[config.mk]
export PLATFORM = sky130hd
export DESIGN_NAME = chroma_key_distance_mask
export DESIGN_NICKNAME = d
export VERILOG_FILES = /design/src/hdl/ckd_pkg.sv /design/src/hdl/ckd_csc.sv /design/src/hdl/ckd_dist.sv /design/src/hdl/ckd_sqrt.sv /design/src/hdl/chroma_key_distance_mask.sv
export SDC_FILE = /design/constraint.sdc
export NUM_CORES = 1
export LEC_CHECK = 0
export ABC_AREA = 1
export BUFFER_PORTS_ARGS = -buffer_cell sky130_fd_sc_hd__buf_2
export CORE_MARGIN = 5
export CORE_UTILIZATION = 50
export CTS_CLUSTER_DIAMETER = 100
export CTS_CLUSTER_SIZE = 24
export DETAILED_ROUTE_END_ITERATION = 10
export GPL_TIMING_DRIVEN = 0
export PLACE_DENSITY_LB_ADDON = 0.25
export SYNTH_ARGS = -nofsm -noshare
export SYNTH_HDL_FRONTEND = slang
export SYNTH_SLANG_ARGS = --single-unit
export TNS_END_PERCENT = 50
[constraint.sdc]
create_clock -name i_clk -period 8.2 [get_ports i_clk]
set_clock_uncertainty 0.2 [all_clocks]
set_input_delay 1.23 -clock i_clk [delete_from_list [all_inputs] [get_ports i_clk]]
set_output_delay 1.23 -clock i_clk [all_outputs]
set_load 0.005 [all_outputs]
[src/hdl/ckd_pkg.sv]
// Shared types, constants and the square-root step for the chroma key distance mask.
// Depends on nothing; every other file imports it.
`timescale 1ns / 1ps

package ckd_pkg;

    localparam int PIX_W     = 8;
    localparam int FIX_SHIFT = 14;
    localparam int D2_W      = 18;
    localparam int RES_W     = 9;
    localparam int REM_W     = 11;
    localparam int SQ_STAGES = 3;
    localparam int SQ_STEPS  = 3;
    localparam int LIM_W     = 17;

    localparam logic [13:0] COEF_B2Y = 14'd1868;
    localparam logic [13:0] COEF_G2Y = 14'd9617;
    localparam logic [13:0] COEF_R2Y = 14'd4899;
    localparam logic signed [14:0] COEF_CR = 15'sd11682;
    localparam logic signed [14:0] COEF_CB = 15'sd9241;
    localparam logic [PIX_W-1:0] CHROMA_BIAS = 8'd128;
    localparam logic [PIX_W-1:0] PIX_MAX = 8'd255;

    localparam logic [PIX_W-1:0] RST_KEY_LUMA  = 8'd0;
    localparam logic [PIX_W-1:0] RST_KEY_CR    = 8'd0;
    localparam logic [PIX_W-1:0] RST_KEY_CB    = 8'd0;
    localparam logic [PIX_W-1:0] RST_THRESHOLD = 8'd20;
    localparam logic [PIX_W-1:0] RST_MASK      = 8'd255;

    typedef enum logic [2:0] {
        CFG_KEY_LUMA  = 3'd0,
        CFG_KEY_CR    = 3'd1,
        CFG_KEY_CB    = 3'd2,
        CFG_THRESHOLD = 3'd3,
        CFG_MASK      = 3'd4
    } t_cfg_idx;

    typedef struct packed {
        logic [PIX_W-1:0] pixel_b;
        logic [PIX_W-1:0] pixel_g;
        logic [PIX_W-1:0] pixel_r;
    } t_pixel;

    typedef struct packed {
        logic [PIX_W-1:0] mask_out;
        logic [PIX_W-1:0] color_distance;
    } t_result;

    typedef struct packed {
        logic [PIX_W-1:0] cr;
        logic [PIX_W-1:0] cb;
    } t_chroma;

    typedef struct packed {
        logic [D2_W-1:0]  d2;
        logic [RES_W-1:0] res;
        logic [REM_W-1:0] rem;
    } t_sqrt_st;

    // One digit of the restoring square root: bring in two bits of the radicand.
    function automatic t_sqrt_st sqrt_step(input t_sqrt_st st, input logic [1:0] two);
        logic [REM_W+1:0] t;
        logic [REM_W+1:0] trial;
        t_sqrt_st         o;
        t     = {st.rem, two};
        trial = {{(REM_W-RES_W){1'b0}}, st.res, 2'b01};
        o     = st;
        if (t >= trial) begin
            o.rem = REM_W'(t - trial);
            o.res = {st.res[RES_W-2:0], 1'b1};
        end else begin
            o.rem = REM_W'(t);
            o.res = {st.res[RES_W-2:0], 1'b0};
        end
        return o;
    endfunction

endpackage

[src/hdl/ckd_csc.sv]
// Two-stage BGR to chroma conversion: luma stage, then clamped Cr and Cb.
// Depends on ckd_pkg.
`timescale 1ns / 1ps

module ckd_csc (
    input  logic              i_clk,
    input  logic              i_rst_n,
    input  logic              i_valid,
    input  ckd_pkg::t_pixel   i_pixel,
    output logic              o_valid,
    output ckd_pkg::t_chroma  o_chroma
);
    import ckd_pkg::*;

    function automatic logic [PIX_W-1:0] descale_clamp(input logic signed [23:0] v);
        logic signed [9:0] q;
        q = 10'(v >>> FIX_SHIFT);
        if (v < 0) begin
            return '0;
        end else if (q > $signed({2'b00, PIX_MAX})) begin
            return PIX_MAX;
        end else begin
            return q[PIX_W-1:0];
        end
    endfunction

    logic             r_vld1;
    logic [PIX_W-1:0] r_y;
    logic [PIX_W-1:0] r_r;
    logic [PIX_W-1:0] r_b;
    logic             r_vld2;
    t_chroma          r_chroma;

    logic [22:0]       n_ysum;
    logic [PIX_W-1:0]  n_y;
    logic signed [8:0] n_dr;
    logic signed [8:0] n_db;
    logic signed [23:0] n_cr_fix;
    logic signed [23:0] n_cb_fix;
    t_chroma           n_chroma;

    always_comb begin
        n_ysum = 23'(i_pixel.pixel_b * COEF_B2Y) + 23'(i_pixel.pixel_g * COEF_G2Y)
               + 23'(i_pixel.pixel_r * COEF_R2Y) + 23'(1 << (FIX_SHIFT - 1));
        n_y    = (n_ysum[22:FIX_SHIFT] > 9'(PIX_MAX)) ? PIX_MAX : n_ysum[21:FIX_SHIFT];
    end

    always_comb begin
        n_dr     = $signed({1'b0, r_r}) - $signed({1'b0, r_y});
        n_db     = $signed({1'b0, r_b}) - $signed({1'b0, r_y});
        n_cr_fix = 24'(n_dr * COEF_CR) + $signed({2'b00, CHROMA_BIAS, 14'd0})
                 + $signed(24'(1 << (FIX_SHIFT - 1)));
        n_cb_fix = 24'(n_db * COEF_CB) + $signed({2'b00, CHROMA_BIAS, 14'd0})
                 + $signed(24'(1 << (FIX_SHIFT - 1)));
        n_chroma.cr = descale_clamp(n_cr_fix);
        n_chroma.cb = descale_clamp(n_cb_fix);
    end

    always_ff @(posedge i_clk) begin
        if (!i_rst_n) begin
            r_vld1 <= 1'b0;
            r_vld2 <= 1'b0;
        end else begin
            r_vld1 <= i_valid;
            r_vld2 <= r_vld1;
        end
    end

    always_ff @(posedge i_clk) begin
        if (i_valid) begin
            r_y <= n_y;
            r_r <= i_pixel.pixel_r;
            r_b <= i_pixel.pixel_b;
        end
        if (r_vld1) begin
            r_chroma <= n_chroma;
        end
    end

    assign o_valid  = r_vld2;
    assign o_chroma = r_chroma;

endmodule

[src/hdl/ckd_dist.sv]
// Squared distance to the key colour (chroma terms plus squared key luma), one register stage.
// Depends on ckd_pkg.
`timescale 1ns / 1ps

module ckd_dist (
    input  logic                      i_clk,
    input  logic                      i_rst_n,
    input  logic                      i_valid,
    input  ckd_pkg::t_chroma          i_chroma,
    input  logic [ckd_pkg::PIX_W-1:0] i_key_cr,
    input  logic [ckd_pkg::PIX_W-1:0] i_key_cb,
    input  logic [2*ckd_pkg::PIX_W-1:0] i_luma_sq,
    output logic                      o_valid,
    output logic [ckd_pkg::D2_W-1:0]  o_d2
);
    import ckd_pkg::*;

    logic signed [PIX_W:0] n_dcr;
    logic signed [PIX_W:0] n_dcb;
    logic [2*PIX_W-1:0]    n_sq_cr;
    logic [2*PIX_W-1:0]    n_sq_cb;
    logic [D2_W-1:0]       n_d2;
    logic                  r_vld;
    logic [D2_W-1:0]       r_d2;

    always_comb begin
        n_dcr   = $signed({1'b0, i_chroma.cr}) - $signed({1'b0, i_key_cr});
        n_dcb   = $signed({1'b0, i_chroma.cb}) - $signed({1'b0, i_key_cb});
        n_sq_cr = (2*PIX_W)'(n_dcr * n_dcr);
        n_sq_cb = (2*PIX_W)'(n_dcb * n_dcb);
        n_d2    = D2_W'(n_sq_cr) + D2_W'(n_sq_cb) + D2_W'(i_luma_sq);
    end

    always_ff @(posedge i_clk) begin
        if (!i_rst_n) begin
            r_vld <= 1'b0;
        end else begin
            r_vld <= i_valid;
        end
    end

    always_ff @(posedge i_clk) begin
        if (i_valid) begin
            r_d2 <= n_d2;
        end
    end

    assign o_valid = r_vld;
    assign o_d2    = r_d2;

endmodule

[src/hdl/ckd_sqrt.sv]
// Pipelined restoring integer square root, three digits per register stage.
// Depends on ckd_pkg (sqrt_step, t_sqrt_st).
`timescale 1ns / 1ps

module ckd_sqrt (
    input  logic                      i_clk,
    input  logic                      i_rst_n,
    input  logic                      i_valid,
    input  logic [ckd_pkg::D2_W-1:0]  i_d2,
    output logic                      o_valid,
    output ckd_pkg::t_sqrt_st         o_st
);
    import ckd_pkg::*;

    t_sqrt_st r_st      [SQ_STAGES];
    logic     r_vld     [SQ_STAGES];
    t_sqrt_st n_st      [SQ_STAGES];
    t_sqrt_st stage_in  [SQ_STAGES];
    logic     stage_vld [SQ_STAGES];

    genvar s;
    generate
        for (s = 0; s < SQ_STAGES; s++) begin : g_stage
            if (s == 0) begin : g_head
                assign stage_in[s]  = '{d2: i_d2, res: '0, rem: '0};
                assign stage_vld[s] = i_valid;
            end else begin : g_tail
                assign stage_in[s]  = r_st[s-1];
                assign stage_vld[s] = r_vld[s-1];
            end

            always_comb begin
                t_sqrt_st st;
                st = stage_in[s];
                for (int k = 0; k < SQ_STEPS; k++) begin
                    st = sqrt_step(st, st.d2[2*(RES_W-1-(s*SQ_STEPS+k)) +: 2]);
                end
                n_st[s] = st;
            end

            always_ff @(posedge i_clk) begin
                if (!i_rst_n) begin
                    r_vld[s] <= 1'b0;
                end else begin
                    r_vld[s] <= stage_vld[s];
                end
            end

            always_ff @(posedge i_clk) begin
                r_st[s] <= n_st[s];
            end
        end
    endgenerate

    assign o_valid = r_vld[SQ_STAGES-1];
    assign o_st    = r_st[SQ_STAGES-1];

endmodule

[src/hdl/chroma_key_distance_mask.sv]
// Top level: configuration registers, pipeline chain and output register.
// Depends on ckd_pkg, ckd_csc, ckd_dist, ckd_sqrt.
//
// Channel   Direction  Handshake                   Payload
// pixel     in         start high, busy low        i_pixel (t_pixel)
// result    out        o_strobe, one cycle         o_result (t_result)
// config    in         i_cfg_valid & o_cfg_ready   i_cfg_index, i_cfg_data
//
// One pixel transaction is taken every clock cycle; busy stays low.
// Each result passes two conversion stages, one squared-distance stage,
// three square-root stages and one output register.
// Reset clears valid bits and loads register defaults; no clearing pass.
// The receiver cannot stall, so the pipeline advances every cycle.
`timescale 1ns / 1ps

module chroma_key_distance_mask (
    input  logic                      i_clk,
    input  logic                      i_rst_n,
    input  logic                      start,
    output logic                      busy,
    input  ckd_pkg::t_pixel           i_pixel,
    output logic                      o_strobe,
    output ckd_pkg::t_result          o_result,
    input  logic                      i_cfg_valid,
    output logic                      o_cfg_ready,
    input  ckd_pkg::t_cfg_idx         i_cfg_index,
    input  logic [ckd_pkg::PIX_W-1:0] i_cfg_data
);
    import ckd_pkg::*;

    logic [PIX_W-1:0]   r_key_luma;
    logic [PIX_W-1:0]   r_key_cr;
    logic [PIX_W-1:0]   r_key_cb;
    logic [PIX_W-1:0]   r_threshold;
    logic [PIX_W-1:0]   r_mask;
    logic [2*PIX_W-1:0] r_luma_sq;
    logic [LIM_W-1:0]   r_lim;
    logic [PIX_W:0]     n_th1;

    logic             csc_vld;
    t_chroma          csc_chroma;
    logic             dist_vld;
    logic [D2_W-1:0]  dist_d2;
    logic             sq_vld;
    t_sqrt_st         sq_st;

    logic             r_strobe;
    t_result          r_result;
    t_result          n_result;

    assign busy        = 1'b0;
    assign o_cfg_ready = 1'b1;

    always_ff @(posedge i_clk) begin
        if (!i_rst_n) begin
            r_key_luma  <= RST_KEY_LUMA;
            r_key_cr    <= RST_KEY_CR;
            r_key_cb    <= RST_KEY_CB;
            r_threshold <= RST_THRESHOLD;
            r_mask      <= RST_MASK;
        end else if (i_cfg_valid && o_cfg_ready) begin
            unique case (i_cfg_index)
                CFG_KEY_LUMA:  r_key_luma  <= i_cfg_data;
                CFG_KEY_CR:    r_key_cr    <= i_cfg_data;
                CFG_KEY_CB:    r_key_cb    <= i_cfg_data;
                CFG_THRESHOLD: r_threshold <= i_cfg_data;
                CFG_MASK:      r_mask      <= i_cfg_data;
                default: ;
            endcase
        end
    end

    assign n_th1 = {1'b0, r_threshold} + (PIX_W+1)'(1);

    always_ff @(posedge i_clk) begin
        r_luma_sq <= (2*PIX_W)'(r_key_luma * r_key_luma);
        r_lim     <= LIM_W'(n_th1 * n_th1);
    end

    ckd_csc u_csc (
        .i_clk    (i_clk),
        .i_rst_n  (i_rst_n),
        .i_valid  (start && !busy),
        .i_pixel  (i_pixel),
        .o_valid  (csc_vld),
        .o_chroma (csc_chroma)
    );

    ckd_dist u_dist (
        .i_clk     (i_clk),
        .i_rst_n   (i_rst_n),
        .i_valid   (csc_vld),
        .i_chroma  (csc_chroma),
        .i_key_cr  (r_key_cr),
        .i_key_cb  (r_key_cb),
        .i_luma_sq (r_luma_sq),
        .o_valid   (dist_vld),
        .o_d2      (dist_d2)
    );

    ckd_sqrt u_sqrt (
        .i_clk   (i_clk),
        .i_rst_n (i_rst_n),
        .i_valid (dist_vld),
        .i_d2    (dist_d2),
        .o_valid (sq_vld),
        .o_st    (sq_st)
    );

    always_comb begin
        n_result.color_distance = (sq_st.res > RES_W'(PIX_MAX)) ? PIX_MAX
                                                                : sq_st.res[PIX_W-1:0];
        n_result.mask_out       = (sq_st.d2 < D2_W'(r_lim)) ? r_mask : '0;
    end

    always_ff @(posedge i_clk) begin
        if (!i_rst_n) begin
            r_strobe <= 1'b0;
        end else begin
            r_strobe <= sq_vld;
        end
    end

    always_ff @(posedge i_clk) begin
        if (sq_vld) begin
            r_result <= n_result;
        end
    end

    assign o_strobe = r_strobe;
    assign o_result = r_result;

endmodule

After elaboration in Yosys (flattened, before gate mapping)
Memory sizes are Yosys's and may differ from the RTL's.
Index checks and enable logic that the tools add are counted.
Storage, ports and cells
  register bits: 151
  RAM bits: 117
  bits of input ports: 39
  word-level logic and storage cells: 98
  memories kept: 2
Memory list
  u_sqrt.r_st: depth 3, bits a word 38, rd ports 3, clocked after Yosys merged registers in 0, wr ports 3, line ckd_sqrt.sv:15  | t_sqrt_st r_st [SQ_STAGES];
  u_sqrt.r_vld: depth 3, bits a word 1, rd ports 3, clocked after Yosys merged registers in 0, wr ports 3, line ckd_sqrt.sv:16  | logic r_vld [SQ_STAGES];
Cells by class
  add/sub/neg operators: 23
  multipliers: 9
  magnitude comparators: 16
  equality and inequality tests: 4
  mux-type cells: 16
  bitwise gates (word level): 3
  reductions and logical operators: 6
Operator list (number)
  2-to-1 mux 12 bit: 9
  greater-or-equal comparator 13 x 11 -> 1 bit: 6
  subtractor 11 bit: 6
  adder 24 x 15 -> 24 bit, second input constant: 2
  adder 24 x 23 -> 24 bit, second input constant: 2
  < comparator 24 x 1 -> 1 bit, second input constant: 2
  subtractor 8 x 8 -> 9 bit: 4
  multiplier 9 x 9 -> 16 bit: 2
  multiplier 9 x 15 -> 24 bit, second input constant: 1
  adder 19 x 22 -> 23 bit: 1
  adder 23 x 14 -> 23 bit, second input constant: 1
  adder 23 x 21 -> 23 bit: 1
  multiplier 9 x 14 -> 23 bit, second input constant: 1
  multiplier 8 x 14 -> 22 bit, second input constant: 1
  multiplier 8 x 13 -> 21 bit, second input constant: 1
  > comparator 10 x 9 -> 1 bit, second input constant: 2
  adder 18 x 16 -> 18 bit: 1
  > comparator 9 x 8 -> 1 bit, second input constant: 2
  < comparator 18 x 17 -> 1 bit: 1
  adder 16 x 16 -> 17 bit: 1
  multiplier 8 x 9 -> 17 bit, second input constant: 1
  multiplier 9 x 9 -> 17 bit: 1
  multiplier 8 x 8 -> 16 bit: 1
  2-to-1 mux 8 bit: 2
  other kinds (14): 25

Logic depth before layout (Yosys ltp)
An unclocked memory read counts as a cell.
  depth after elaboration: 7
  depth in mapped cells: 48
  mapped depth without buffers: 48

Modules after synthesis
From an unflattened synthesis, not the netlist that was laid out.
Second synthesis, totals
  cells, all modules: 4178
  area, all modules: 32977.9 um^2
By module, submodules not included
  ckd_csc: times used 1, cells an instance 1360, area each 11603.6 um^2
  ckd_dist: times used 1, cells an instance 969, area each 7438.4 um^2
  chroma_key_distance_mask: times used 1, cells an instance 912, area each 7260.7 um^2
  ckd_sqrt: times used 1, cells an instance 937, area each 6675.2 um^2

Least setup slack after synthesis
OpenSTA, ideal clock, no wires.
  path type: register to register
  start point: reg u_csc.r_chroma, in the netlist u_csc.o_chroma[0]
  end point: reg u_dist.r_d2[15], in the netlist u_dist.o_d2[15] (data pin)
  setup time: 0.265 ns
  arrival: 8.146 ns
  path slack: -0.411 ns
  cell stages (with the launch flop): 47
  buffers on the path: 0
  clock period less this slack: 8.611 ns
  cells stage by stage: edfxtp_1 -> inv_1 -> ha_1 -> inv_1 -> fa_1 -> a31oi_1 -> nor2_1 -> o21ai_0 -> nand2_1 -> nand2_1 -> nand2_1 -> a21oi_1 -> inv_2 -> nor2_1 -> inv_1 -> fa_1 -> fa_1 -> inv_1 -> (+11 left out) -> nand2_1 -> nor3_1 -> nand2_1 -> o211ai_1 -> a21oi_1 -> o21bai_1 -> xor2_1 -> inv_1 -> ha_1 -> nand2_1 -> nor2_1 -> inv_1 -> nor3_1 -> nand2_1 -> o211ai_1 -> a21oi_1 -> o21bai_1 -> xor2_1
On the way
  cells in the longest elaborated chain, start to end: 4
RTL lines
  start: declaration: line ckd_csc.sv:32  | t_chroma r_chroma;
  start signal: assignment: line ckd_csc.sv:76  | r_chroma <= n_chroma;
  subtractor 8 x 8 -> 9 bit: line ckd_dist.sv:28  | n_dcb = $signed({1'b0, i_chroma.cb}) - $signed({1'b0, i_key_cb});
  multiplier 9 x 9 -> 16 bit: line ckd_dist.sv:30  | n_sq_cb = (2*PIX_W)'(n_dcb * n_dcb);
  adder 16 x 16 -> 17 bit: line ckd_dist.sv:31  | n_d2 = D2_W'(n_sq_cr) + D2_W'(n_sq_cb) + D2_W'(i_luma_sq);
  adder 18 x 16 -> 18 bit: line ckd_dist.sv:31
  via u_dist.n_d2[15]: line ckd_dist.sv:22  | logic [D2_W-1:0] n_d2;
  end signal: assignment: line ckd_dist.sv:44  | r_d2 <= n_d2;
  end: declaration: line ckd_dist.sv:24  | logic [D2_W-1:0] r_d2;
The timed path passes the listed nets, and every way through them passes these cells.
A chain may end at the register's enable or synchronous reset.

Worst setup path in the final report
  start point: reg u_csc.r_chroma, in the netlist u_csc.o_chroma[0]
  end point: reg u_dist.r_d2[17], in the netlist u_dist.o_d2[17] (data pin)
The elaborated chain is that of the path after synthesis.

==> impl_metrics.prom <==
# TYPE chip_impl_metric gauge
chip_impl_metric{name="cp_data_required_time",unit="ns"} 8.25
chip_impl_info{name="cp_top_family",value="adder cells"} 1
chip_impl_metric{name="synth.mux.area_fraction",unit="%"} 0.0378
chip_impl_metric{name="place_hpwl",unit="um"} 53000
chip_impl_info{name="worst_hold_startpoint",value="u_sqrt.r_st[0][64]"} 1
chip_impl_info{name="path_common_cell",value="inv_2"} 1
chip_impl_info{name="rsz0062_at_grt",value="true"} 1
chip_impl_metric{name="final_hold_viol_count",unit=""} 0
chip_impl_info{name="run_status",value="complete, but fails checks"} 1
chip_impl_metric{name="async_flop_share",unit="%"} 0
chip_impl_metric{name="post-route-drc-count",unit=""} 0
chip_impl_metric{name="critPathMaxStageDelay",unit="ns"} 0.54
chip_impl_metric{name="hold-path-cell-count",unit=""} 0
chip_impl_metric{name="grt_pass1_vias",unit=""} 22226
chip_impl_metric{name="post_synth_xor_area_fraction",unit="%"} 5.62
chip_impl_metric{name="grt_antenna_before_repair",unit=""} 9
chip_impl_metric{name="final_antenna_net_count",unit=""} 0
chip_impl_metric{name="final_critical_path_setup_slack",unit="ns"} -0.306
chip_impl_metric{name="synth.lib_cells_used.distinct",unit=""} 55
chip_impl_metric{name="htree_num_levels",unit=""} 1
chip_impl_metric{name="grt_first_pass_wirelength",unit="um"} 107000
chip_impl_metric{name="cts.hold.buffers_added",unit=""} 0
chip_impl_metric{name="count_of_cells_along_the_worst_register_to_register_path",unit=""} 44
chip_impl_metric{name="detail_route.wirelength",unit="um"} 63300
chip_impl_metric{name="tightest_slew",unit="ns"} 1.00
chip_impl_metric{name="share_of_the_clock_period_used_by_the_worst_path",unit="%"} 104
chip_impl_metric{name="design.die.area",unit="um^2"} 64500
chip_impl_metric{name="die_width",unit="um"} 254
chip_impl_metric{name="drive_above_1_share",unit="%"} 8.65
chip_impl_metric{name="synthAdderAreaFrac",unit="%"} 42.0
chip_impl_info{name="min_path_type",value="reg -> reg"} 1
chip_impl_metric{name="report.final.setup_viol",unit=""} 4
chip_impl_metric{name="port-buffer-count",unit=""} 54
chip_impl_metric{name="drt-wirelength-per-cell",unit="um"} 14.2
chip_impl_info{name="crit_path_start_kind",value="flop"} 1
chip_impl_info{name="violations_in_the_final_reports",value="setup timing"} 1
chip_impl_metric{name="syn_to_final_growth",unit="%"} 9.37
chip_impl_metric{name="core_area",unit="um^2"} 59000
chip_impl_info{name="crit-reg2reg-capture",value="u_dist.o_d2[17]"} 1
chip_impl_metric{name="num_rows",unit=""} 89
chip_impl_metric{name="numPlacedInstances",unit=""} 4393
chip_impl_metric{name="synth_enable_flop_cells",unit=""} 74
chip_impl_metric{name="worstPathArrival",unit="ns"} 8.55
chip_impl_metric{name="ff2ff_setup_slack",unit="ns"} -0.31
chip_impl_metric{name="dp_slack",unit="ns"} -0.962
chip_impl_metric{name="grt_max_degree",unit=""} 26
chip_impl_metric{name="route.detailed.vias_per_inst",unit=""} 4.95
chip_impl_info{name="critPathKind",value="reg -> reg"} 1
chip_impl_metric{name="synth_compound_area_share",unit="%"} 7.77
chip_impl_info{name="min_delay_worst_endpoint",value="u_sqrt.r_st[0][102]"} 1
chip_impl_metric{name="synth_cell_area",unit="um^2"} 29800
chip_impl_metric{name="final-max-slew-violation-count",unit=""} 0
chip_impl_info{name="yosys_most_used_dff",value="dfxtp_1"} 1
chip_impl_metric{name="vias",unit=""} 22106
chip_impl_metric{name="max_slew_headroom",unit="%"} 33.0
chip_impl_info{name="synth_top_family_by_area",value="adder cells"} 1
chip_impl_metric{name="synth_seq_cells",unit=""} 246
chip_impl_metric{name="clkLatencyLatePin",unit="ns"} 0.52
chip_impl_metric{name="finalWeightedCongestion",unit=""} 0.870
chip_impl_metric{name="globalRouteOverflowTotal",unit=""} 0
chip_impl_metric{name="cts-buffers-inserted",unit=""} 15
chip_impl_metric{name="yosysSeqAreaShare",unit="%"} 19.0
chip_impl_metric{name="io_pins",unit=""} 58
chip_impl_metric{name="ctsLongestPathBuffers",unit=""} 3
chip_impl_info{name="worstReg2RegStart",value="u_csc.o_chroma[0]"} 1
chip_impl_metric{name="final.fill_count",unit=""} 5454
chip_impl_metric{name="multiInputGateArea",unit="um^2"} 21400
chip_impl_metric{name="initial_cell_density_of_the_core",unit="%"} 50.4
chip_impl_metric{name="die_h",unit="um"} 254
chip_impl_metric{name="worstPathMaxFanout",unit=""} 4
chip_impl_metric{name="simple_gate_fraction_of_synth_area",unit="%"} 13.9
chip_impl_metric{name="all_layer_global_routing_usage",unit="%"} 20.0
chip_impl_metric{name="finalNonFillerCells",unit=""} 4463
chip_impl_info{name="timing.critical_path.to_type",value="flop"} 1
chip_impl_metric{name="fin_setup_tns",unit="ns"} -0.875
chip_impl_metric{name="netlist_instances",unit=""} 3560
chip_impl_metric{name="synth_warnings",unit=""} 0
chip_impl_metric{name="finalCriticalPeriod",unit="ns"} 8.51
chip_impl_metric{name="post_synth.cell_area_avg",unit="um^2"} 8.36
chip_impl_metric{name="initial_detailed_routing_violation_count",unit=""} 985
chip_impl_info{name="cpMaxStageDelayCell",value="fa_1"} 1
chip_impl_metric{name="clkSlewWorstSetupHoldPaths",unit="ns"} 0.09
chip_impl_metric{name="drt_pass1_iterations",unit=""} 7
chip_impl_info{name="cts_tree",value="done"} 1
chip_impl_info{name="layout_commonest_cell",value="inv_1"} 1
chip_impl_metric{name="layout.nets",unit=""} 4547
chip_impl_info{name="clock_tree.root_cell",value="clkbuf_16"} 1
chip_impl_metric{name="max-cap-violations",unit=""} 0
chip_impl_info{name="final_cell_mix",value="859 x inv_1, 515 x ha_1, 484 x nand2_1"} 1
chip_impl_metric{name="achievable-frequency",unit="GHz"} 0.118
chip_impl_metric{name="numClockSinks",unit=""} 246
chip_impl_metric{name="seqCellArea",unit="um^2"} 5670
chip_impl_metric{name="timing.critical_path.buf_inv",unit=""} 10
-- synthesized netlist by cell type (20+ instances only) --
cell type,instances,share of area (%)
or2_2,23,0.48
inv_1,873,11
xor2_1,123,3.6
nand3_1,93,1.6
ha_1,539,23
nor2_1,246,3.1
nor3_1,20,0.34
o21ai_0,136,2.3
nand2_1,500,6.3
a21oi_1,199,3.3
dfxtp_1,172,12
clkbuf_1,25,0.32
nand4_1,25,0.53
edfxtp_1,74,7.5
xnor2_1,68,2.0
fa_1,288,19
-- layout make-up --
| class | instances | share of cell area (%) |
|---|---|---|
| clock buffers | 19 | 1.23 |
| plain buffers | 30 | 0.457 |
| repair buffers | 98 | 1.89 |
| inverters | 884 | 10.2 |
| flip-flops and latches | 246 | 17.4 |
| clock inverters | 6 | 0.188 |
| multi-input cells | 2406 | 65.6 |
| well taps | 773 | 2.97 |
| diodes | 1 | 0.00769 |
-- registers in the layout, indices dropped and copies added (netlist names), 15 cells and up --
signal	count
o_result	16
r_lim	16
r_luma_sq	15
u_csc.o_chroma	16
u_dist.o_d2	18
u_sqrt.r_st	94
-- metrics by stage --
stage | util [%] | hold slack, ns | cell area (um^2)
3_5_place_dp | 52.7 | 0.112 | 31100
3_3_place_gp | 52.7 | 0.110 | 31100
2_1_floorplan | - | 0.110 | 29900
5_1_grt | 55.2 | 0.142 | 32600
6_report | 55.2 | 0.134 | 32600
4_1_cts | 54.4 | 0.134 | 32100
-- per-layer routing --
metal	vias up	global-route usage, %	routed length [um]
met5	-	0	17
met4	2	3.18	1020
met3	72	2.03	2840
met2	316	35.3	30800
met1	10391	27.3	28600
li1	11325	-	-
-- timing repair --
item                       CTS  global route
buffers inserted            30            14
gates resized for setup     71            69
cloned                       0             0
hold endpoints to repair     0             0
setup endpoints to repair   14            15
pin swaps                   52            69
-- cell families (layout without fill, tap and decap cells) --
family,after synthesis,in the layout
simple gates,960,960
buf+inv,914,1037
fa+ha+maj,827,827
compound gates,419,419
flops,246,246
xor+xnor,191,191
other cells,2,9
mux,1,1
-- worst max-delay path by stage --
stage               slack (ns)               to  depth (start not counted)               from
floorplan               -0.006     u_csc.r_y[7]                         38        i_pixel[21]
global placement         -0.92     u_csc.r_y[5]                         39        i_pixel[21]
detailed placement       -0.96     u_csc.r_y[5]                         39        i_pixel[21]
CTS                      -0.39  u_dist.o_d2[17]                         47  u_csc.o_chroma[0]
global route             -0.74  u_dist.o_d2[17]                         45  u_csc.o_chroma[1]
finish                   -0.31  u_dist.o_d2[17]                         44  u_csc.o_chroma[0]
Power is left out: the tool's default activity adds up to more than one toggle a clock period on the data nets, which glitch-free logic cannot reach.
